File: src/design/u2u8o_pkg.sv
// shared types, constants and encoding functions of the utf-16 to utf-8 transcoder
`default_nettype none

package u2u8o_pkg;

  // widths fixed by the item fields
  localparam int UNIT_W              = 16;
  localparam int BYTE_W              = 8;
  localparam int OUT_OFF_W           = 32;
  localparam int CP_W                = 21;
  localparam int DEFAULT_OFFSET_BITS = 32;

  // job queue between front and back
  localparam int QUEUE_DEPTH = 2;

  // fixed operation slots of one job, carried out in this order
  localparam int            NUM_SLOTS  = 4;
  localparam logic [1:0]    SLOT_HELD  = 2'd0;  // held high surrogate: pair or replacement
  localparam logic [1:0]    SLOT_UNIT  = 2'd1;  // the unit itself
  localparam logic [1:0]    SLOT_FLUSH = 2'd2;  // end-of-text flush of a held surrogate
  localparam logic [1:0]    SLOT_CLOSE = 2'd3;  // closing entry, no byte

  // code point constants
  localparam logic [CP_W-1:0] CP_REPLACEMENT = 21'h00FFFD;
  localparam logic [CP_W-1:0] CP_SUPP_BASE   = 21'h010000;
  localparam logic [CP_W-1:0] CP_LIMIT_1     = 21'h000080;
  localparam logic [CP_W-1:0] CP_LIMIT_2     = 21'h000800;
  localparam logic [CP_W-1:0] CP_LIMIT_3     = 21'h010000;

  // utf-8 lead and continuation marks
  localparam logic [BYTE_W-1:0] LEAD_2 = 8'hC0;
  localparam logic [BYTE_W-1:0] LEAD_3 = 8'hE0;
  localparam logic [BYTE_W-1:0] LEAD_4 = 8'hF0;
  localparam logic [BYTE_W-1:0] CONT   = 8'h80;

  typedef struct packed {
    logic [UNIT_W-1:0] code_unit;
    logic              has_unit;
    logic              end_of_text;
  } in_item_t;

  typedef struct packed {
    logic [BYTE_W-1:0]    utf8_byte;
    logic                 has_byte;
    logic [OUT_OFF_W-1:0] source_offset;
    logic                 last_of_run;
  } out_item_t;

  typedef struct packed {
    logic [CP_W-1:0]      cp;
    logic [OUT_OFF_W-1:0] offset;
  } op_t;

  typedef struct packed {
    logic [NUM_SLOTS-1:0] valid;
    op_t  [NUM_SLOTS-1:0] ops;
  } job_t;

  // number of utf-8 bytes for a code point
  function automatic logic [2:0] utf8_len(input logic [CP_W-1:0] cp);
    logic [2:0] len;
    if (cp < CP_LIMIT_1) begin
      len = 3'd1;
    end else if (cp < CP_LIMIT_2) begin
      len = 3'd2;
    end else if (cp < CP_LIMIT_3) begin
      len = 3'd3;
    end else begin
      len = 3'd4;
    end
    return len;
  endfunction

  // byte k of the utf-8 encoding of a code point
  function automatic logic [BYTE_W-1:0] utf8_byte(input logic [CP_W-1:0] cp,
                                                  input logic [1:0] k);
    logic [2:0]        len;
    logic [BYTE_W-1:0] b;
    len = utf8_len(cp);
    b   = '0;
    case (len)
      3'd1: b = cp[7:0];
      3'd2: begin
        case (k)
          2'd0:    b = LEAD_2 | {3'b000, cp[10:6]};
          default: b = CONT | {2'b00, cp[5:0]};
        endcase
      end
      3'd3: begin
        case (k)
          2'd0:    b = LEAD_3 | {4'b0000, cp[15:12]};
          2'd1:    b = CONT | {2'b00, cp[11:6]};
          default: b = CONT | {2'b00, cp[5:0]};
        endcase
      end
      default: begin
        case (k)
          2'd0:    b = LEAD_4 | {5'b00000, cp[20:18]};
          2'd1:    b = CONT | {2'b00, cp[17:12]};
          2'd2:    b = CONT | {2'b00, cp[11:6]};
          default: b = CONT | {2'b00, cp[5:0]};
        endcase
      end
    endcase
    return b;
  endfunction

endpackage

`default_nettype wire

File: src/design/u2u8o_front.sv
// front end: surrogate pairing, unit counting and job building
`default_nettype none

module u2u8o_front
  import u2u8o_pkg::*;
#(
  parameter int OFFSET_BITS = DEFAULT_OFFSET_BITS
) (
  input  wire logic     clk,
  input  wire logic     rst,
  input  wire in_item_t unit_item,
  input  wire logic     accept,
  output job_t          job,
  output logic          job_valid
);

  logic [9:0]             held_high_bits, held_high_bits_next;
  logic                   held_valid, held_valid_next;
  logic [OUT_OFF_W-1:0]   held_offset, held_offset_next;
  logic [OFFSET_BITS-1:0] unit_index, unit_index_next;

  logic is_high, is_low;

  // surrogate classes
  always_comb begin
    is_high = unit_item.code_unit inside {[16'hD800:16'hDBFF]};
    is_low  = unit_item.code_unit inside {[16'hDC00:16'hDFFF]};
  end

  // build the job for this item and the next state
  always_comb begin
    job                 = '0;
    held_high_bits_next = held_high_bits;
    held_valid_next     = held_valid;
    held_offset_next    = held_offset;
    unit_index_next     = unit_index;

    if (unit_item.has_unit) begin
      if (unit_index != '1) begin
        unit_index_next = unit_index + 1'b1;
      end
      if (held_valid && is_low) begin
        job.valid[SLOT_HELD]      = 1'b1;
        job.ops[SLOT_HELD].cp     = CP_SUPP_BASE +
                                    CP_W'({held_high_bits, unit_item.code_unit[9:0]});
        job.ops[SLOT_HELD].offset = held_offset;
        held_valid_next           = 1'b0;
      end else begin
        if (held_valid) begin
          job.valid[SLOT_HELD]      = 1'b1;
          job.ops[SLOT_HELD].cp     = CP_REPLACEMENT;
          job.ops[SLOT_HELD].offset = held_offset;
          held_valid_next           = 1'b0;
        end
        if (is_high) begin
          held_high_bits_next = unit_item.code_unit[9:0];
          held_offset_next    = OUT_OFF_W'(unit_index);
          held_valid_next     = 1'b1;
        end else begin
          job.valid[SLOT_UNIT]      = 1'b1;
          job.ops[SLOT_UNIT].cp     = is_low ? CP_REPLACEMENT
                                             : CP_W'(unit_item.code_unit);
          job.ops[SLOT_UNIT].offset = OUT_OFF_W'(unit_index);
        end
      end
    end

    // end of text: flush a held surrogate, then the closing entry
    if (unit_item.end_of_text) begin
      if (held_valid_next) begin
        job.valid[SLOT_FLUSH]      = 1'b1;
        job.ops[SLOT_FLUSH].cp     = CP_REPLACEMENT;
        job.ops[SLOT_FLUSH].offset = held_offset_next;
        held_valid_next            = 1'b0;
      end
      job.valid[SLOT_CLOSE]      = 1'b1;
      job.ops[SLOT_CLOSE].offset = OUT_OFF_W'(unit_index_next);
      unit_index_next            = '0;
    end
  end

  assign job_valid = accept && (|job.valid);

  // control state
  always_ff @(posedge clk) begin
    if (rst) begin
      held_valid <= 1'b0;
      unit_index <= '0;
    end else if (accept) begin
      held_valid <= held_valid_next;
      unit_index <= unit_index_next;
    end
  end

  // held surrogate payload
  always_ff @(posedge clk) begin
    if (accept) begin
      held_high_bits <= held_high_bits_next;
      held_offset    <= held_offset_next;
    end
  end

endmodule

`default_nettype wire

File: src/design/u2u8o_queue.sv
// short job queue between front and back
`default_nettype none

module u2u8o_queue
  import u2u8o_pkg::*;
(
  input  wire logic clk,
  input  wire logic rst,
  input  wire job_t wr_job,
  input  wire logic wr,
  output logic      full,
  output job_t      rd_job,
  output logic      rd_valid,
  input  wire logic rd
);

  localparam int PTR_W = (QUEUE_DEPTH > 1) ? $clog2(QUEUE_DEPTH) : 1;
  localparam int CNT_W = $clog2(QUEUE_DEPTH + 1);

  job_t             entries [QUEUE_DEPTH];
  logic [PTR_W-1:0] wr_ptr, rd_ptr;
  logic [CNT_W-1:0] count;

  assign full     = (count == CNT_W'(QUEUE_DEPTH));
  assign rd_valid = (count != '0);
  assign rd_job   = entries[rd_ptr];

  // storage
  always_ff @(posedge clk) begin
    if (wr) begin
      entries[wr_ptr] <= wr_job;
    end
  end

  // pointers and fill count
  always_ff @(posedge clk) begin
    if (rst) begin
      wr_ptr <= '0;
      rd_ptr <= '0;
      count  <= '0;
    end else begin
      if (wr) begin
        wr_ptr <= (wr_ptr == PTR_W'(QUEUE_DEPTH - 1)) ? '0 : wr_ptr + 1'b1;
      end
      if (rd) begin
        rd_ptr <= (rd_ptr == PTR_W'(QUEUE_DEPTH - 1)) ? '0 : rd_ptr + 1'b1;
      end
      if (wr && !rd) begin
        count <= count + 1'b1;
      end else if (rd && !wr) begin
        count <= count - 1'b1;
      end
    end
  end

endmodule

`default_nettype wire

File: src/design/u2u8o_back.sv
// back end: expands jobs into utf-8 bytes, one result item per cycle while a job waits and the receiver takes them
`default_nettype none

module u2u8o_back
  import u2u8o_pkg::*;
(
  input  wire logic clk,
  input  wire logic rst,
  input  wire job_t head,
  input  wire logic head_valid,
  output logic      head_pop,
  output out_item_t byte_item,
  output logic      empty,
  input  wire logic pop
);

  logic [NUM_SLOTS-1:0] done;
  logic [1:0]           k;
  logic                 out_valid;

  logic [NUM_SLOTS-1:0] rem, rem_after;
  logic [1:0]           cur;
  op_t                  cur_op;
  logic                 is_close;
  logic [2:0]           len;
  logic [BYTE_W-1:0]    cur_byte;
  logic                 last_byte;
  logic                 advance;

  // pick the lowest slot still to do
  always_comb begin
    rem = head.valid & ~done;
    if (rem[0]) begin
      cur = SLOT_HELD;
    end else if (rem[1]) begin
      cur = SLOT_UNIT;
    end else if (rem[2]) begin
      cur = SLOT_FLUSH;
    end else begin
      cur = SLOT_CLOSE;
    end
    rem_after = rem & ~(NUM_SLOTS'(1) << cur);
  end

  // encode the current byte
  always_comb begin
    cur_op    = head.ops[cur];
    is_close  = (cur == SLOT_CLOSE);
    len       = is_close ? 3'd1 : utf8_len(cur_op.cp);
    cur_byte  = is_close ? '0 : utf8_byte(cur_op.cp, k);
    last_byte = (({1'b0, k} + 3'd1) == len);
  end

  assign advance  = head_valid && (!out_valid || pop);
  assign head_pop = advance && last_byte && (rem_after == '0);
  assign empty    = !out_valid;

  // sequencing through slots and bytes
  always_ff @(posedge clk) begin
    if (rst) begin
      done      <= '0;
      k         <= '0;
      out_valid <= 1'b0;
    end else begin
      if (advance) begin
        out_valid <= 1'b1;
        if (last_byte) begin
          k <= '0;
          if (rem_after == '0) begin
            done <= '0;
          end else begin
            done <= done | (NUM_SLOTS'(1) << cur);
          end
        end else begin
          k <= k + 1'b1;
        end
      end else if (pop) begin
        out_valid <= 1'b0;
      end
    end
  end

  // result register
  always_ff @(posedge clk) begin
    if (advance) begin
      byte_item.utf8_byte     <= cur_byte;
      byte_item.has_byte      <= !is_close;
      byte_item.source_offset <= cur_op.offset;
      byte_item.last_of_run   <= last_byte && (rem_after == '0);
    end
  end

  // a queued job always has work left
  a_rem_nonzero: assert property (@(posedge clk) disable iff (rst)
    head_valid |-> (rem != '0))
    else $error("job at head with no slot left");

  // byte index stays inside the current code point
  a_k_in_range: assert property (@(posedge clk) disable iff (rst)
    head_valid |-> ({1'b0, k} < len))
    else $error("byte index past end of code point");

  // no partial progress without a job
  a_idle_clear: assert property (@(posedge clk) disable iff (rst)
    !head_valid |-> (done == '0 && k == '0))
    else $error("progress state left over without a job");

  // closing entry carries no byte and ends its run
  a_close_entry: assert property (@(posedge clk) disable iff (rst)
    (out_valid && !byte_item.has_byte) |->
      (byte_item.utf8_byte == '0 && byte_item.last_of_run))
    else $error("malformed closing entry");

endmodule

`default_nettype wire

File: src/design/utf16_to_utf8_with_offsets_unit.sv
// top level of the utf-16 to utf-8 transcoder with source offsets
//
// Input channel: one UTF-16 code unit per item, with has_unit and end_of_text
// flags; taken at a clock edge with push high and full low. Result channel:
// one UTF-8 byte per item, tagged with the index of the unit where its code
// point starts; shown while empty is low, taken with pop high.
// The front end pairs surrogates and counts units, the back end expands each
// job into bytes, and a two-entry job queue sits between them.
// Each item's job is written into the queue, and its results are registered
// in the back end's result register. Throughput: one result per cycle while
// jobs wait and the receiver takes them, set by the single byte encoder in the
// back end; an item gives up to seven results, three for a typical BMP unit.
// A stalled receiver holds the result register; the queue still takes up to
// two further items before full rises.
// Reset (synchronous, active high) drops the held surrogate, the unit count,
// queued jobs and the waiting result.
`default_nettype none

module utf16_to_utf8_with_offsets_unit
  import u2u8o_pkg::*;
#(
  parameter int OFFSET_BITS = DEFAULT_OFFSET_BITS
) (
  input  wire logic     clk,
  input  wire logic     rst,
  input  wire logic     push,
  output logic          full,
  input  wire in_item_t unit_item,
  output logic          empty,
  input  wire logic     pop,
  output out_item_t     byte_item
);

  job_t front_job, head_job;
  logic front_job_valid, head_valid, head_pop;
  logic accept;

  assign accept = push && !full;

  // classification and surrogate state
  u2u8o_front #(
    .OFFSET_BITS(OFFSET_BITS)
  ) u_front (
    .clk       (clk),
    .rst       (rst),
    .unit_item (unit_item),
    .accept    (accept),
    .job       (front_job),
    .job_valid (front_job_valid)
  );

  // job queue
  u2u8o_queue u_queue (
    .clk      (clk),
    .rst      (rst),
    .wr_job   (front_job),
    .wr       (front_job_valid),
    .full     (full),
    .rd_job   (head_job),
    .rd_valid (head_valid),
    .rd       (head_pop)
  );

  // byte expansion
  u2u8o_back u_back (
    .clk        (clk),
    .rst        (rst),
    .head       (head_job),
    .head_valid (head_valid),
    .head_pop   (head_pop),
    .byte_item  (byte_item),
    .empty      (empty),
    .pop        (pop)
  );

endmodule

`default_nettype wire
File: config.mk
export PLATFORM = sky130hd
export DESIGN_NAME = utf16_to_utf8_with_offsets_unit
export DESIGN_NICKNAME = d
export VERILOG_FILES = /design/src/design/u2u8o_pkg.sv /design/src/design/u2u8o_front.sv /design/src/design/u2u8o_queue.sv /design/src/design/u2u8o_back.sv /design/src/design/utf16_to_utf8_with_offsets_unit.sv
export SDC_FILE = /design/constraint.sdc
export NUM_CORES = 1
export LEC_CHECK = 0
export BUFFER_PORTS_ARGS = -buffer_cell sky130_fd_sc_hd__buf_2
export CAP_MARGIN = 10
export CORE_MARGIN = 2
export CORE_UTILIZATION = 65
export CTS_CLUSTER_SIZE = 40
export DETAILED_ROUTE_END_ITERATION = 16
export PLACE_DENSITY = 0.87
export SETUP_SLACK_MARGIN = 0.2
export SLEW_MARGIN = 20
export SYNTH_ARGS = -nofsm -noshare
export SYNTH_HDL_FRONTEND = slang
export SYNTH_SLANG_ARGS = --single-unit
export TNS_END_PERCENT = 1
File: constraint.sdc
create_clock -name clk -period 32.8 [get_ports clk]
set_input_delay 1.64 -clock clk [delete_from_list [all_inputs] [get_ports clk]]
set_output_delay 1.64 -clock clk [all_outputs]
set_load 0.005 [all_outputs]
==> impl_results.md, run 1 <==
- Post-Route Utilization: 73.0%
- Final Hold Viols: 0
- Most frequent cells in the layout: edfxtp_1, nor2_1, a21oi_1, a221oi_1, and2_1
- Worst-path fanout max: 81
- Final setup margin: 27.38 ns
- Worst vdd ir: 0.0000553 V
- Num CTS Buffers: 45
- Period utilization: 16.5%
- Setup TNS: 0 ns
- Vias in the first global route: 13564
- Setup-failing EPs final: 0
- Die Span Y: 181 um
- Min Hold Slack: 0.488 ns
- Distinct cells, synth: 73
- Top-level port count: 66
- TritonCTS clock tree: yes
- Crit Path Class: input port to register
- Post-CTS resize count: 0
- Pwr dens: 66.8 nW/um^2
- Vias post-DR: 13751
- Clk_skew: 0.0163 ns
- Post-Synthesis Cells: 1597
- Buffers plus inverters on the worst setup path: 5
- Clock latency at the later pin of the worst-skew pair: 0.54 ns
- Pin count of the biggest net entering global routing: 170
- DIE WIDTH: 181 um
- Initial antenna violation count: 0
- Req. time, crit path: 32.95 ns
- Syn Std Cell Area: 20300 um^2
- CP delay by family, top: buffers and inverters
- Rows: 64
- Starting Density: 66.2%
- Max_slew headroom: 27.7%
- Max-capacitance violation count: 0
- RSZ-0062 raised after global routing: false
- Post-synth EDFFs: 422
- Total gr overflow: 0
- Worst slack at placement: 26.93 ns
- Clock Tree Buf Depth: 3
- Antenna cells: 0
- Syn avg cell area: 12.7 um^2
- Synth Flop Type: edfxtp_1
- Nets: 1633
- IO buf count: 65
- WL per Instance: 22.4 um
- Leak: 7.77 nW
- Hold_buf cts: 0
- P&R area growth vs syn: 10.2%
- Status: completed
- Drt first-iter violations: 1702
- Clock sink total: 467
- Most common cell after layout, fill and taps aside: edfxtp_1
- Endpoint type of the worst setup path: register
- HP Class: register to register
- Core area: 30700 um^2
- CP arrival: 5.56 ns
- Post-CTS setup buffers: 0
- Async set or reset register ratio after synthesis: 0%
- Total GRT Usage: 27.5%
- Clock Tree Root: clkbuf_16
- Worst path cell trace: buf_2 -> buf_4 -> nand2_1 -> inv_1 -> nor3_1 -> nor2_1 -> and2_4 -> buf_4 -> buf_4
- Synth warnings: 0
- Crit path largest cell delay: 0.94 ns
- Final Wtd Congestion: 0.870
- Htree depth: 2
- Vias per std cell: 6.76
- Post-DP HPWL: 25500 um
- CP most frequent cell: buf_4
- DRT Pass-1 Iters: 8
- Syn_nets: 1627
- First-pass GRT wire length: 71300 um
- Min Tclk post-route: 5.42 ns
- Worst Tran Pin Value: 1.09 ns
- Antenna Nets Post-Route: 0
- Final wirelength: 45600 um
- Pins Over Slew Limit: 0
- Register area share after synthesis: 66.8%
- Die area: 32700 um^2
- Seq cells post-synth: 467
- Fmax: 185 MHz
- Remaining DRCs: 0
- CP startpoint kind: input port
- Crit-path slowest cell: buf_4
- Clock-pin slew on the worst setup and hold paths: 0.06 ns
- Layout cell share with drive strength beyond 1: 12.8%
cells by family after synthesis:
kind of cell	count (synthesis)	share of synthesized area [%]
xor+xnor	36	1.55
flops	467	66.8
simple gates	511	12.8
compound gates	362	12.3
buf+inv	158	3.09
mux	54	2.86
fa+ha+maj	9	0.542
registers in the layout, summed over array words and instances, names as in the netlist, named ones only:
register	count
u_queue.entries	338
u_back.byte_item	42
u_front.held_offset	32
u_front.unit_index	32
u_front.held_high_bits	10
u_back.done	4
u_back.k	2
u_queue.count	2
u_back.out_valid	1
u_front.held_valid	1
u_queue.rd_ptr	1
u_queue.wr_ptr	1
area by class of cell:
type | instances | area (um^2)
clock buffers | 57 | 1240
clock inverters | 26 | 284
fillers | 1815 | 8280
inverters | 32 | 121
multi-input cells | 972 | 6180
flip-flops and latches | 467 | 13600
well taps | 396 | 495
repair buffers | 85 | 488
power by group:
| part | switching (W) | internal, W |
|---|---|---|
| Clock | 0.000213 | 0.000316 |
| Sequential | 0.0000218 | 0.000723 |
| Combinational | 0.000149 | 0.0000730 |
| Total | 0.000384 | 0.00111 |
cell usage after synthesis (3+ instances only):
library cell / count / area share [%]
nand2b_1: 5 / 0.15
o21ai_1: 14 / 0.35
nor2_1: 200 / 3.7
o221ai_1: 3 / 0.13
or3_1: 16 / 0.49
inv_1: 30 / 0.55
dfxtp_1: 45 / 4.4
o22ai_1: 5 / 0.15
nand3_1: 24 / 0.59
a211oi_1: 32 / 1.2
a2bb2oi_1: 4 / 0.17
nor2b_1: 8 / 0.25
buf_1: 9 / 0.17
xnor2_1: 25 / 1.1
ha_1: 8 / 0.49
edfxtp_1: 422 / 62
buf_2: 6 / 0.15
mux2_2: 28 / 1.6
a21oi_1: 78 / 1.9
a221oi_1: 70 / 3.0
a22oi_1: 45 / 1.7
nor4_1: 16 / 0.49
and2_1: 70 / 2.2
clkbuf_1: 107 / 2.0
nand2_1: 44 / 0.81
a31oi_1: 20 / 0.62
o21ai_0: 48 / 1.2
buf_6: 3 / 0.17
nand4_1: 11 / 0.34
a31o_2: 3 / 0.13
mux2i_1: 23 / 1.1
and3_1: 68 / 2.1
nand3b_1: 10 / 0.37
xor2_1: 11 / 0.47
or2_2: 3 / 0.092
nor3_1: 20 / 0.49
and4_1: 3 / 0.13
a211o_1: 3 / 0.13
o21a_1: 10 / 0.37
nor4b_1: 4 / 0.17
path summary, 6_finish.rpt:
kind | startpoint | to | slack (ns) | cells past startpoint
worst min register to register | u_back.done[3] | u_back.done[3] | 0.49 | 2
worst min-delay path | u_back.done[3] | u_back.done[3] | 0.49 | 2
worst max-delay path | unit_item[1] | u_queue.entries[1][130] | 27.38 | 9
worst max register to register | register | u_queue.count[1] | 27.61 | 11
per-stage QoR:
stage	std cells	power (W)	instance area (um^2)
final	2035	0.00150	22400
after global routing	2035	0.00155	22400
after CTS	2035	0.00150	22400
after detailed placement	1952	0.000974	20900
after global placement	1952	0.000963	20900
after floorplan	1597	0.000911	20300
routing by layer:
metal | track usage (%) | part of all wire (%) | wire length (um)
met5 | 0 | 0 | 0
met3 | 3.53 | 7.8 | 3560
met4 | 11.5 | 3.4 | 1550
met2 | 46.1 | 49 | 22500
met1 | 36.7 | 39 | 18000
worst register-to-register path, stage by stage (launching register included):
cell and delay, ns:
dfxtp_4 0.88, buf_4 0.68, mux2i_2 0.64, o22ai_2 0.32, a31oi_1 0.40, o2111ai_2 0.50, o32a_1 0.52, o211ai_2 0.20
nand3_4 0.13, ha_1 0.34, or3_1 0.37, a21oi_1 0.14
(Power assumes the default switching activity.)
==> run 2, diff against run 1 <==
--- a/config.mk
+++ b/config.mk
@@ -8,10 +8,10 @@
 export BUFFER_PORTS_ARGS = -buffer_cell sky130_fd_sc_hd__buf_2
 export CAP_MARGIN = 10
 export CORE_MARGIN = 2
-export CORE_UTILIZATION = 65
+export CORE_UTILIZATION = 62
 export CTS_CLUSTER_SIZE = 40
 export DETAILED_ROUTE_END_ITERATION = 16
-export PLACE_DENSITY = 0.87
+export PLACE_DENSITY = 0.84
 export SETUP_SLACK_MARGIN = 0.2
 export SLEW_MARGIN = 20
 export SYNTH_ARGS = -nofsm -noshare
==> constraint.sdc (replaced) <==
create_clock -name clk -period 5.55 [get_ports clk]
set_input_delay 0.2775 -clock clk [delete_from_list [all_inputs] [get_ports clk]]
set_output_delay 0.2775 -clock clk [all_outputs]
set_load 0.005 [all_outputs]
==> run 2 against run 1 <==
Design area grew 0.63%. Register-to-register slack lost 26 ns. Global-route usage shrank 0.37 points. Total power grew to 5.8 times the previous value. Sequential power grew to 5.9 times the previous value. Combinational power grew to 5.9 times the previous value. Sequential share of layout area shrank 0.38 points. Setup slack lost 26 ns. Clock skew grew 0.0092 ns. Critical endpoint is now u_queue.count[1]. Highest routed layer unchanged.
==> impl_results.md, run 2 (synthesis results as in run 1) <==
- Crit Path Class: register to register
- Vias post-DR: 13674
- Worst vdd ir: 0.000421 V
- Setup slack, reg-to-reg: 1.37 ns
- Clock-pin slew on the worst setup and hold paths: 0.06 ns
- Fmax: 239 MHz
- Final wirelength: 46200 um
- Clock Tree Buf Depth: 3
- Clock sink total: 467
- Setup-failing EPs final: 0
- DIE WIDTH: 185 um
- Min Tclk post-route: 4.18 ns
- Num CTS Buffers: 46
- Final non-filler cell area: 22500 um^2
- Worst Tran Pin Value: 1.16 ns
- WHS Path Cells: 3
- WL per Instance: 22.0 um
- Final Hold Viols: 0
- Clock Tree Root: clkbuf_16
- Die area: 34200 um^2
- Max reg flops: 338
- Htree depth: 2
- Total GRT Usage: 27.1%
- Pin count of the biggest net entering global routing: 170
- Most common cell after layout, fill and taps aside: edfxtp_1
- P&R area growth vs syn: 10.9%
- Vias in the first global route: 13552
- CP arrival: 4.65 ns
- RSZ-0062 raised after global routing: false
- Worst Hold End: u_back.out_valid
- Crit-path slowest cell: dfxtp_4
- Remaining DRCs: 0
- First-pass GRT wire length: 71800 um
- Initial antenna violation count: 0
- Reg-to-Reg End: u_queue.count[1]
- Hold wc startpoint: pop
- Setup TNS: 0 ns
- HP Class: input port to register
- Antenna Nets Post-Route: 0
- Largest regs: u_queue.entries: 338 flops, u_back.byte_item: 42 flops
- Core area: 32400 um^2
- Status: completed
- Die Span Y: 185 um
- Worst-path fanout max: 39
- Period utilization: 75.4%
- Pins Over Slew Limit: 0
- TritonCTS clock tree: yes
- Final Wtd Congestion: 0.887
- Vias per std cell: 6.52
- IO buf count: 65
- Req. time, crit path: 6.02 ns
- Total gr overflow: 0
- Max_slew headroom: 22.6%
- Endpoint type of the worst setup path: register
- Clock latency at the later pin of the worst-skew pair: 0.56 ns
- FF-to-FF path depth: 11
- Worst path cell trace: mux2i_1 -> or2_2 -> buf_4 -> a221o_1 -> o2111ai_2 -> o32a_1 -> o211ai_2 -> nand3_4 -> ha_1 -> or3_1 -> a21oi_1
- Drt first-iter violations: 1582
- Layout cell share with drive strength beyond 1: 13.0%
- Max-capacitance violation count: 0
- DRT Pass-1 Iters: 5
- Top-level port count: 66
- CP startpoint kind: register
- Area post-placement: 21000 um^2
- Largest Register: u_queue.entries
- Starting Density: 62.7%
- Rows: 66
- Leak: 7.82 nW
- Crit path largest cell delay: 0.69 ns
- Most frequent cells in the layout: edfxtp_1, nor2_1, a21oi_1, a221oi_1, and2_1
- Clk_skew: 0.0254 ns
- Antenna cells: 0
- Nets: 1646
- Post-DP HPWL: 25600 um
- Pwr dens: 388 nW/um^2
==> run 2: changes by cell type in the layout (fill, tap and decap cells not counted), sizes merged, moves of 3 or more <==
cell and change:
buf +3, bufinv -4, clkbuf +12, clkinv -4
clkinvlp -3, dlygate4sd3 +9
==> run 2: where the power goes <==
group          switching [W]  internal, W  leakage, nW  total [W]
Combinational       0.000879     0.000440         2.80    0.00132
Clock                0.00127      0.00174        0.718    0.00301
Sequential          0.000136      0.00427         4.31    0.00441
==> run 2: worst max-delay path: cells and delay by family (launching register included) <==
| kind | cells | cell delay [ns] |
|---|---|---|
| buffers and inverters | 1 | 0.40 |
| multiplexers | 1 | 0.42 |
| adder cells (fa/ha/maj) | 1 | 0.34 |
| flip-flops | 1 | 0.69 |
| AND/OR/NAND/NOR | 3 | 0.71 |
| AO/OA/AOI/OAI | 5 | 1.50 |
==> run 2: metrics by stage <==
step | hold WS (ns) | power [W] | utilization (%) | setup slack, ns | std cells
finish | 0.0321 | 0.00874 | 69.6 | 1.37 | 2096
global route | 0.00755 | 0.00906 | 69.6 | 1.15 | 2096
CTS | 0.00612 | 0.00874 | 69.6 | 1.45 | 2096
detailed placement | 0.465 | 0.00577 | 64.7 | 1.47 | 2001
global placement | 0.454 | 0.00572 | 64.7 | 1.60 | 2001
floorplan | 0.376 | 0.00533 | - | 0.221 | 1597
==> run 2: area by class of cell <==
type | instances | area, um^2
flip-flops and latches | 467 | 13600
repair buffers | 97 | 604
multi-input cells | 972 | 6200
inverters | 32 | 120
fillers | 2167 | 9840
clock buffers | 69 | 1320
clock inverters | 17 | 154
well taps | 442 | 553
==> run 2: worst max-delay path by stage <==
stage          slack [ns]               endpoint             start  depth (start not counted)
5_1_grt              1.15       u_queue.count[1]          register                         11
3_5_place_dp         1.47       u_queue.count[1]          register                         11
4_1_cts              1.45       u_queue.count[1]          register                         11
3_3_place_gp         1.60       u_queue.count[1]          register                         10
6_report             1.37       u_queue.count[1]          register                         11
2_1_floorplan        0.22  u_queue.entries[0][0]  u_queue.count[0]                          4
==> run 2: per-layer routing <==
layer | routed length (um) | global-route usage, % | up-vias
met2 | 22600 | 45.3 | 681
met3 | 3700 | 3.60 | 106
met1 | 18700 | 36.9 | 6757
li1 | - | - | 6130
met4 | 1190 | 9.75 | 0
met5 | 0 | 0 | -
==> run 2: repair_timing <==
item | in CTS | in global routing
hold endpoints to repair | 9 | 0
hold buffers | 9 | 0
setup buffers | 0 | 0
resized for setup | 0 | 0
==> run 3, diff against run 2 <==
--- a/config.mk
+++ b/config.mk
@@ -8,10 +8,10 @@
 export BUFFER_PORTS_ARGS = -buffer_cell sky130_fd_sc_hd__buf_2
 export CAP_MARGIN = 10
 export CORE_MARGIN = 2
-export CORE_UTILIZATION = 62
+export CORE_UTILIZATION = 56
 export CTS_CLUSTER_SIZE = 40
 export DETAILED_ROUTE_END_ITERATION = 16
-export PLACE_DENSITY = 0.84
+export PLACE_DENSITY = 0.8
 export SETUP_SLACK_MARGIN = 0.2
 export SLEW_MARGIN = 20
 export SYNTH_ARGS = -nofsm -noshare
==> constraint.sdc (replaced) <==
create_clock -name clk -period 3.5 [get_ports clk]
set_input_delay 0.175 -clock clk [delete_from_list [all_inputs] [get_ports clk]]
set_output_delay 0.175 -clock clk [all_outputs]
set_load 0.005 [all_outputs]
==> run 3 against run 2 <==
The run now ends with design-rule violations left. Critical path type unchanged. Fmax increased by 32%. Utilization decreased by 5.1 points. Global-route usage decreased by 2.0 points. Via count increased by 0.59%. Register-to-register slack got worse by 1.0 ns. Total power increased by 62%.
==> impl_results.md, run 3 (synthesis results as in run 1) <==
- Status: finished, violations left
- Failing checks: design-rule violations
- Crit path largest cell delay: 0.43 ns
- Placed cell count: 2039
- Final wirelength: 47800 um
- Vias post-DR: 13755
- Most frequent cells in the layout: edfxtp_1, nor2_1, a21oi_1, a221oi_1, and2_1
- Worst Tran Pin Value: 1.10 ns
- R2r startpoint: u_back.done[1]
- Period utilization: 90.5%
- Htree depth: 2
- HP Class: input port to register
- Initial antenna violation count: 1
- Top-level port count: 66
- Remaining DRCs: 4
- Clock latency at the later pin of the worst-skew pair: 0.57 ns
- Int Pwr: 0.0105 W
- Most common cell after layout, fill and taps aside: edfxtp_1
- Worst-path fanout max: 9
- Final Wtd Congestion: 0.869
- WL per Instance: 22.3 um
- CP startpoint kind: register
- Num CTS Buffers: 46
- Drt first-iter violations: 1439
- Total GRT Usage: 25.1%
- Setup slack, reg-to-reg: 0.33 ns
- Crit Path Class: register to register
- Fmax: 316 MHz
- Die area: 37800 um^2
- Antenna Nets Post-Route: 0
- Final Hold Viols: 0
- Max-capacitance violation count: 0
- Hold wc startpoint: unit_item[12]
- Sequential share of power: 49.1%
- Clock Tree Root: clkbuf_16
- Req. time, crit path: 3.99 ns
- Fin cells: 2143
- Nets: 1673
- Combinational share of power: 15.6%
- Crit-path slowest cell: dfxtp_1
- Area post-placement: 21200 um^2
- Largest regs: u_queue.entries: 338 flops, u_back.byte_item: 42 flops
- Setup-failing EPs final: 0
- CP arrival: 3.65 ns
- Max reg flops: 338
- RSZ-0062 raised after global routing: true
- Min Tclk post-route: 3.17 ns
- Vias in the first global route: 13858
- TritonCTS clock tree: yes
- Leak: 8.02 nW
- Rows: 69
- Clock sink total: 467
- Pins Over Slew Limit: 0
- Clk_skew: 0.0214 ns
- IO buf count: 65
- Pwr dens: 617 nW/um^2
- DIE WIDTH: 194 um
- First-pass GRT wire length: 74500 um
- CP delay by family, top: compound AO/OA/AOI/OAI gates
- Worst path cell trace: nor4b_1 -> a31oi_1 -> o41ai_2 -> o2111ai_2 -> o32a_1 -> o211ai_2 -> nand3_4 -> ha_1 -> or3_1 -> a21oi_1
- Buffers plus inverters on the worst setup path: 0
- Critical Path Source: u_back.done[1]
- Post-DP HPWL: 27200 um
- Clock-pin slew on the worst setup and hold paths: 0.07 ns
- Max_slew headroom: 26.6%
- Endpoint type of the worst setup path: register
- Final non-filler cell area: 23000 um^2
- Core area: 35700 um^2
- Pin count of the biggest net entering global routing: 108
- Starting Density: 57.0%
- Net Sw Frac: 26.2%
- Clock Tree Buf Depth: 3
- Clock share of power: 35.3%
- Largest Register: u_queue.entries
- Worst vdd ir: 0.000428 V
- Die Span Y: 194 um
- Setup TNS: 0 ns
- Post-Route Utilization: 64.5%
- P&R area growth vs syn: 13.2%
- Total gr overflow: 0
- Min Hold Slack: 0.0894 ns
- DRT Pass-1 Iters: 14
- Vias per std cell: 6.42
- Psw: 0.00372 W
- Layout cell share with drive strength beyond 1: 14.8%
-- run 3: worst min-delay path, stage by stage --
cell	delay [ns]
buf_2	0.14
nand2_1	0.07
a21oi_1	0.07
-- run 3: final timing paths --
path	to	cells after the start
min	u_queue.entries[0][95]	3
max	u_queue.count[1]	10
min reg2reg	u_back.done[3]	2
max reg2reg	u_queue.count[1]	10
-- run 3: metal layers --
layer / wire [um] / global-route usage [%] / vias to the layer above
li1: - / - / 6171
met1: 19200 / 33.1 / 6810
met2: 23200 / 42.0 / 664
met3: 4010 / 4.30 / 110
met4: 1390 / 9.49 / 0
met5: 0 / 0 / -
-- run 3: area by class of cell --
type	count	area [um^2]
well taps	461	577
clock inverters	27	283
inverters	32	120
repair buffers	124	891
diodes	1	2.50
multi-input cells	972	6260
clock buffers	59	1270
fillers	2576	12700
flip-flops and latches	467	13600
-- run 3: timing repair --
item | in CTS | in global routing
setup endpoints to repair | 0 | 3
setup buffers | 0 | 1
resized for setup | 0 | 12
hold buffers | 16 | 0
hold endpoints to repair | 43 | 0
-- run 3: power groups by stage --
stage / Clock (W) / Sequential [W] / Combinational [W]
floorplan: 0 / 0.00708 / 0.00139
finish: 0.00501 / 0.00697 / 0.00221
global route: 0.00529 / 0.00702 / 0.00241
CTS: 0.00507 / 0.00696 / 0.00219
global placement: 0 / 0.00705 / 0.00211
detailed placement: 0 / 0.00707 / 0.00216
-- run 3: metrics by stage --
step,total power (W),setup slack [ns]
floorplan,0.00846,-1.68
global placement,0.00916,0.389
detailed placement,0.00923,0.305
CTS,0.0142,0.221
global route,0.0147,0.142
finish,0.0142,0.333
